===== src/hdl/visibility_gain_calibration_unit_defines.svh =====
// Assertion macros shared by the gain calibration unit
`ifndef VISIBILITY_GAIN_CALIBRATION_UNIT_DEFINES_SVH
`define VISIBILITY_GAIN_CALIBRATION_UNIT_DEFINES_SVH

// same-cycle implication, disabled during reset
`define VGC_ASSERT_NOW(lbl, ante, cons, msg) \
  lbl: assert property (@(posedge clk) disable iff (!rst_n) (ante) |-> (cons)) \
    else $error(msg);

// next-cycle implication, disabled during reset
`define VGC_ASSERT_NEXT(lbl, ante, cons, msg) \
  lbl: assert property (@(posedge clk) disable iff (!rst_n) (ante) |=> (cons)) \
    else $error(msg);

`endif


===== src/hdl/vgc_pkg.sv =====
// Shared constants, codes and types of the gain calibration unit
`timescale 1ns / 1ps
package vgc_pkg;
  localparam int NUM_ANTENNAS = 64;
  localparam int NUM_BEAMS    = 64;
  localparam int ROWS         = NUM_ANTENNAS * NUM_BEAMS;
  localparam int ROW_W        = $clog2(ROWS);

  localparam int FIFO_DEPTH   = 4;
  localparam int FIFO_PTR_W   = $clog2(FIFO_DEPTH);
  localparam int FIFO_CNT_W   = $clog2(FIFO_DEPTH + 1);

  localparam int QBITS        = 24;
  localparam int DIV_LAT      = QBITS + 2;
  localparam int MAG_W        = 57;
  localparam int DEN_W        = 64;
  localparam int PRE_SHIFT    = 4;

  localparam logic [47:0] THR_RESET = 48'd28147;

  localparam logic CMD_WRITE = 1'b0;
  localparam logic CMD_CAL   = 1'b1;

  typedef enum logic [1:0] {
    ST_OK           = 2'd0,
    ST_DET_SMALL    = 2'd1,
    ST_GAIN_INVALID = 2'd2
  } vgc_status_t;

  typedef struct packed {
    logic        valid;
    logic [15:0] re;
    logic [15:0] im;
  } vgc_gain_t;

  typedef struct packed {
    logic             cmd;
    logic [1:0]       pol;
    logic [23:0]      vis_re;
    logic [23:0]      vis_im;
    logic [3:0][15:0] g_re;
    logic [3:0][15:0] g_im;
    logic             ok;
  } vgc_entry_t;

  typedef struct packed {
    logic [FIFO_CNT_W-1:0] count;
    logic                  nempty;
  } vgc_fifo_stat_t;

  typedef struct packed {
    vgc_status_t status;
    logic        zero;
  } vgc_side_t;
endpackage


===== src/hdl/vgc_fifo.sv =====
// Short queue between the front end and the arithmetic back end
`timescale 1ns / 1ps
`include "visibility_gain_calibration_unit_defines.svh"
module vgc_fifo (
  input  logic                    clk,
  input  logic                    rst_n,
  input  logic                    push,
  input  vgc_pkg::vgc_entry_t     push_data,
  input  logic                    pop,
  output vgc_pkg::vgc_entry_t     head,
  output vgc_pkg::vgc_fifo_stat_t stat
);
  import vgc_pkg::*;

  vgc_entry_t            ent_r [FIFO_DEPTH];
  logic [FIFO_PTR_W-1:0] wp_r;
  logic [FIFO_PTR_W-1:0] rp_r;
  logic [FIFO_CNT_W-1:0] cnt_r;

  assign head        = ent_r[rp_r];
  assign stat.count  = cnt_r;
  assign stat.nempty = (cnt_r != '0);

  always_ff @(posedge clk) begin
    if (push) ent_r[wp_r] <= push_data;
  end

  always_ff @(posedge clk) begin
    if (!rst_n) begin
      wp_r  <= '0;
      rp_r  <= '0;
      cnt_r <= '0;
    end else begin
      if (push) wp_r <= wp_r + FIFO_PTR_W'(1);
      if (pop) rp_r <= rp_r + FIFO_PTR_W'(1);
      cnt_r <= cnt_r + FIFO_CNT_W'(push) - FIFO_CNT_W'(pop);
    end
  end

  `VGC_ASSERT_NOW(a_no_overflow, push && !pop, cnt_r != FIFO_CNT_W'(FIFO_DEPTH), "queue overflow")
  `VGC_ASSERT_NOW(a_no_underflow, pop, cnt_r != '0, "queue underflow")
  `VGC_ASSERT_NEXT(a_head_hold, !pop && (cnt_r != '0), $stable(head), "queue head changed")
endmodule


===== config.mk =====
export PLATFORM = sky130hd
export DESIGN_NAME = vgc_fifo
export DESIGN_NICKNAME = d
export VERILOG_FILES = /design/src/hdl/vgc_pkg.sv /design/src/hdl/vgc_fifo.sv
export VERILOG_INCLUDE_DIRS = /design/src /design/src/hdl
export SDC_FILE = /design/constraint.sdc
export NUM_CORES = 1
export LEC_CHECK = 0
export ABC_CLOCK_PERIOD_IN_PS = 11030
export BUFFER_PORTS_ARGS = -buffer_cell sky130_fd_sc_hd__buf_2
export CAP_MARGIN = 20
export CORE_MARGIN = 2
export CORE_UTILIZATION = 45
export CTS_CLUSTER_DIAMETER = 200
export DETAILED_ROUTE_END_ITERATION = 8
export GPL_TIMING_DRIVEN = 0
export PLACE_DENSITY = 0.65
export SYNTH_ARGS = -nofsm -noshare
export SYNTH_HDL_FRONTEND = slang
export SYNTH_SLANG_ARGS = --single-unit

===== constraint.sdc =====
create_clock -name clk -period 11.03 [get_ports clk]
set_input_delay 1.103 -clock clk [delete_from_list [all_inputs] [get_ports clk]]
set_output_delay 1.103 -clock clk [all_outputs]
set_load 0.05 [all_outputs]

==> qor.yml, run 1 <==
total_power_mw: 6.561
fin_area_sq_um: 31940
finalHoldViolations: 0
power_per_cell_area_nw_per_um2: 205.4
place_area_sq_um: 29530
fp.dieH_um: 246.1
fin_cells: 2265
yosysUniqueCellTypes: 19
status: "complete, no violations"
startpoint_type: "flip-flop"
die_area_sq_um: 60560
worstPathMaxFanout: 10
syn_nets: 1173
grt_max_degree: 56
cts_sinks: 729
viasPerCell: 5.242
antenna_found_initial: 12
gp_congestion: 0.7203
h-tree-depth: 3
utilization: 0.5525
rows: 88
grt_overflow: 0
seq_area_frac_synth: 0.8267
worstMarginPinSlew_ns: 0.8513
cts_tree: "yes"
min-delay-path-class: "flip-flop to flip-flop"
coreArea_sq_um: 57810
synth_top_area_cell: "edfxtp_1"
grt_pass1_vias: 12590
tns_ns: 0
crit_required_ns: 9.93
yosysTopAreaCellShare: 0.8199
syn_inst: 982
drive_above_1_share: 0.4709
max-vdd-ir-drop_v: 0.0001617
grt_use_total: 0.1723
cts.hold.buffers_added: 0
rsz0062_at_grt: "false"
worstSetupPathType: "flip-flop to primary output"
dp.cells: 2127
max_freq_mhz: 271.8
fin_crit_sh: 0.3336
maxCapViolations: 0
wirelength_um: 51340
holdWs_ns: 0.5580
synth_seq_cells: 729
final-setup-viol-count: 0
post-cts-setup-buffer-count: 0
syn_avg_cell_area_sq_um: 26.85
finalMaxSlewViolations: 0
io_buffers: 367
n_fill_cell: 4382
drtAntennaViolNets: 0
drc: 0
cp.arrival_ns: 2.58
syn_area_sq_um: 26370
vias: 11870
power_leakage_nw: 10.76
die_x_um: 246.1
area_growth_pct: 21.11
endpoint_kind: "primary output"
pre_cts_ws_ns: 7.897
first_iter_violations: 791
ctsLongestPathBuffers: 3
setup_ws_ns: 7.351
fin_crit_ns: 3.679
ios: 368
post-dp-hpwl_um: 32730
numCtsBuffers: 75
slew_headroom: 0.4325
start_util: 0.4562
drtPass1Iterations: 5
cts.repair.resized: 0
clock_skew_ns: 0.01130
fin_nets: 1630
cts-root-buf: "clkbuf_16"
path_clk_slew_ns: 0.06
post_drt_wl_per_cell_um: 22.67
grt_pass1_wl_um: 77160
clock_latency_ns: 0.60
synth_area_leaders: "edfxtp_1 82%, mux4_2 15%, dfxtp_1 0.68%"
yosys_warnings: 0
## sequential cells by signal (all words and copies together) (netlist names), named ones only
signal and cells:
ent_r 720, cnt_r 3, rp_r 2, wp_r 2
## kinds of logic after synthesis
kind of cell,share of synthesized area
and+or+nand+nor,0.002657
buffers and inverters,0.01082
muxes,0.1541
xor gates and xnor gates,0.001566
AOI/OAI and AO/OA,0.0005692
adders and majority gates,0.003606
DFF,0.8267
## cell usage after synthesis (all sizes together)
cell type and n:
a21bo 1, a21oi 1, and2 6, buf 34
clkbuf 6, dfxtp 9, edfxtp 720, fa 1
ha 6, inv 7, mux2i 1, mux4 180
nand3b 1, nor2 5, or3 1, xnor2 2
xor3 1
## report_power, final
group / internal [mW] / switching, mW
clock: 1.45 / 0.994
sequential: 3.18 / 0.0269
combinational: 0.273 / 0.634
## worst paths after layout
| check | endpoint | cells past startpoint | slack (ns) | start |
|---|---|---|---|---|
| min reg2reg | flip-flop | 2 | 0.56 | rp_r[0] |
| max reg2reg | ent_r[2][127] | 5 | 8.78 | wp_r[0] |
| min | flip-flop | 2 | 0.56 | rp_r[0] |
| max | head[105] | 5 | 7.35 | flip-flop |
## metal layers
layer  wire length, um  part of all wire  global-route usage  vias to the layer above
li1                  -                 -                   -                     5209
met1             20390              0.40              0.2230                     6200
met2             25240              0.49              0.2759                      350
met3              4524             0.088             0.05784                       93
met4              1053             0.021             0.05615                       20
met5               129            0.0025                   0                        -
## critical path, stage by stage, from the launching register on
cell and delay, ns:
dfxtp_1 0.30, buf_2 0.26, buf_2 0.40, buf_2 0.39, mux4_2 0.36, buf_2 0.24
## area by class of cell
cell class | count | area, sq um | share of cell area
antenna | 5 | 12.51 | 0.0003917
inverter | 7 | 26.28 | 0.0008227
clock buffer | 94 | 2033 | 0.06366
clock inverter | 39 | 360.3 | 0.01128
tap | 765 | 957.2 | 0.02997
timing repair buffer | 380 | 2195 | 0.06871
multi-input combinational | 206 | 4295 | 0.1345
sequential | 729 | 21800 | 0.6826
buffer | 40 | 259.0 | 0.008109
## layout by cell type, fill, tap and decap left out, types with 6 or more instances in the layout
cell type / Yosys / layout
buf_16: 0 / 13
buf_2: 21 / 388
buf_6: 11 / 11
bufinv_16: 0 / 6
clkbuf_1: 6 / 21
clkbuf_16: 0 / 79
clkinv_1: 0 / 11
clkinv_2: 0 / 13
dfxtp_1: 9 / 9
edfxtp_1: 720 / 720
ha_1: 6 / 6
inv_1: 7 / 7
mux4_2: 180 / 180
Note: power is estimated with default switching activity, not from simulation.
==> inputs of run 2 (changes only) <==
ABC_CLOCK_PERIOD_IN_PS = 3800   (was 11030)
clock period = 3.8 ns   (was 11.03 ns; I/O delays follow)
==> run 2 against run 1 <==
  * Sequential power increased to 2.9 times the previous value
  * Non-clock buffer count up 180
  * Sequential cell count unchanged
  * Sequential share of layout area decreased by 3.4 points
  * Critical endpoint is now head[132]
  * Clock skew grew 0.00092 ns
  * Cell count rose by 8.0%
  * Worst hold slack worse by 0.41 ns
  * Clock-buffer cell count is 6 higher
==> qor.yml, run 2 (synthesized netlist as in run 1, its figures left out) <==
n_fill_cell: 4283  # was 4382
rsz0062_at_grt: "false"  # unchanged
worstMarginPinSlew_ns: 0.7261  # was 0.8513 ns
cts.repair.resized: 0  # unchanged
hp-start: "pop"  # was rp_r[0]
grt_use_total: 0.1775  # was 0.1723
slew_headroom: 0.5160  # was 0.4325
worst_r2r_path_depth: 5  # unchanged
power_per_cell_area_nw_per_um2: 560.6  # was 205.4 nW/um^2
clock_latency_ns: 0.60  # about the same
layout_common_cells: "720 x edfxtp_1, 388 x buf_2, 181 x dlygate4sd3_1"  # was 720 x edfxtp_1, 388 x buf_2, 180 x mux4_2
finalHoldViolations: 0  # unchanged
gp_congestion: 0.7102  # was 0.7203
dp.cells: 2126  # was 2127
die_x_um: 246.1  # unchanged
path_clk_slew_ns: 0.06  # about the same
fin_cells: 2446  # was 2265
grt_busiest_layer: "met2"  # unchanged
final_common_cell: "edfxtp_1"  # unchanged
grt_overflow: 0  # unchanged
r2r_slack_ns: 1.51  # was 8.78 ns
ctsLongestPathBuffers: 3  # unchanged
drtAntennaViolNets: 0  # unchanged
endpoint_kind: "primary output"  # unchanged
wirelength_um: 53030  # was 51340 um
drc: 0  # unchanged
fin_nets: 1810  # was 1630
fp.dieH_um: 246.1  # unchanged
worstSetupPathType: "flip-flop to primary output"  # unchanged
crit_required_ns: 3.42  # was 9.93 ns
numCtsBuffers: 75  # unchanged
final-setup-viol-count: 0  # unchanged
die_area_sq_um: 60560  # unchanged
first_iter_violations: 651  # was 791
use_met1: 0.2284  # was 0.2230
grt_pass1_vias: 13650  # was 12590
reg_top3: "ent_r x720, cnt_r x3"  # unchanged
total_power_mw: 18.83  # was 6.561 mW
status: "complete, no violations"  # unchanged
fin_crit_ns: 2.966
cts.hold.buffers_added: 181  # was 0
largest-register: "ent_r"  # unchanged
fin_area_sq_um: 33590  # was 31940 sq um
grt_max_degree: 57  # was 56
power_leakage_nw: 11.44  # was 10.76 nW
startpoint_type: "flip-flop"  # unchanged
finalMaxSlewViolations: 0  # unchanged
vias: 12590  # was 11870
antenna_found_initial: 4  # was 12
cts_tree: "yes"  # unchanged
area_growth_pct: 27.39  # was 21.11%
post_drt_wl_per_cell_um: 21.68  # was 22.67 um
r2r-start: "wp_r[0]"  # unchanged
cts_sinks: 729  # unchanged
ios: 368  # unchanged
fin_crit_sh: 0.7806
post-cts-setup-buffer-count: 0  # unchanged
io_buffers: 367  # unchanged
multi_input_area_sq_um: 4295  # unchanged
post-dp-hpwl_um: 32570  # was 32730 um
viasPerCell: 5.149  # was 5.242
start_util: 0.4562  # unchanged
cp.arrival_ns: 2.59  # was 2.58 ns
worstPathMaxFanout: 10  # unchanged
met2_usage: 0.2876  # was 0.2759
utilization: 0.5812  # was 0.5525
use_met3: 0.05599  # was 0.05784
h-tree-depth: 3  # unchanged
r2r_end: "ent_r[0][130]"  # was ent_r[2][127]
drive_above_1_share: 0.4110  # was 0.4709
coreArea_sq_um: 57810  # unchanged
drtPass1Iterations: 5  # unchanged
maxCapViolations: 0  # unchanged
clock_skew_ns: 0.01222  # was 0.01130 ns
max_freq_mhz: 337.1
max-vdd-ir-drop_v: 0.0004073  # was 0.0001617 V
grt_pass1_wl_um: 79960  # was 77160 um
largest_register_ffs: 720  # unchanged
worstHoldPathCells: 3  # was 2
min-delay-path-class: "input port to flip-flop"  # was flip-flop to flip-flop
final-seq-area_sq_um: 21800  # unchanged
rows: 88  # unchanged
cts-root-buf: "clkbuf_16"  # unchanged
place_area_sq_um: 29510  # was 29530 sq um
[run 2: changes by cell type in the layout (fill, tap and decap cells not counted), sizes merged]
| cell | change |
|---|---|
| buf | -1 |
| bufinv | -5 |
| clkbuf | +6 |
| clkinv | +4 |
| clkinvlp | -3 |
| diode | -3 |
| dlygate4sd3 | +181 |
| inv | +2 |
[run 2: critical path: stages (launching register included)]
cell and delay (ns):
dfxtp_1 0.30, buf_2 0.30, buf_2 0.37, buf_2 0.39
mux4_2 0.37, buf_2 0.24
[run 2: stage by stage]
step                hold slack [ns]  setup slack [ns]  setup TNS, ns
floorplan                    0.4789            0.6104              0
global placement             0.5146            -1.362        -945.95
detailed placement           0.5569             1.347              0
CTS                          0.1177            0.6939              0
global route                 0.1600            0.6293              0
finish                       0.1514            0.8335              0
[run 2: per-layer routing]
metal / vias up / share of wire / routed length [um]
met2: 391 / 0.49 / 25950
met3: 85 / 0.081 / 4313
met4: 6 / 0.025 / 1304
met5: - / 0.00066 / 35
li1: 5570 / - / -
met1: 6542 / 0.40 / 21430
[run 2: final cells by class]
type	count	share of cell area
Inverter	7	0.0007821
Tap cell	765	0.02849
Sequential cell	729	0.6489
Antenna cell	2	0.0001490
Clock buffer	100	0.06056
Timing Repair Buffer	560	0.1184
Multi-Input combinational cell	206	0.1279
Buffer	40	0.007709
Clock inverter	37	0.007076
[run 2: power by group]
part           internal, mW  switching (mW)  leakage, nW
Combinational         0.912            1.88         3.65
Clock                  3.85            2.87         1.10
Sequential             9.25          0.0796         6.69
Total                  14.0            4.83         11.4
[run 2: worst max path at each step]
stage	cells after the start	to	startpoint
floorplan	3	ent_r[2][0]	wp_r[0]
global placement	2	ent_r[0][122]	push
detailed placement	5	head[132]	flip-flop
CTS	5	head[132]	flip-flop
global route	5	head[132]	flip-flop
finish	5	head[132]	flip-flop
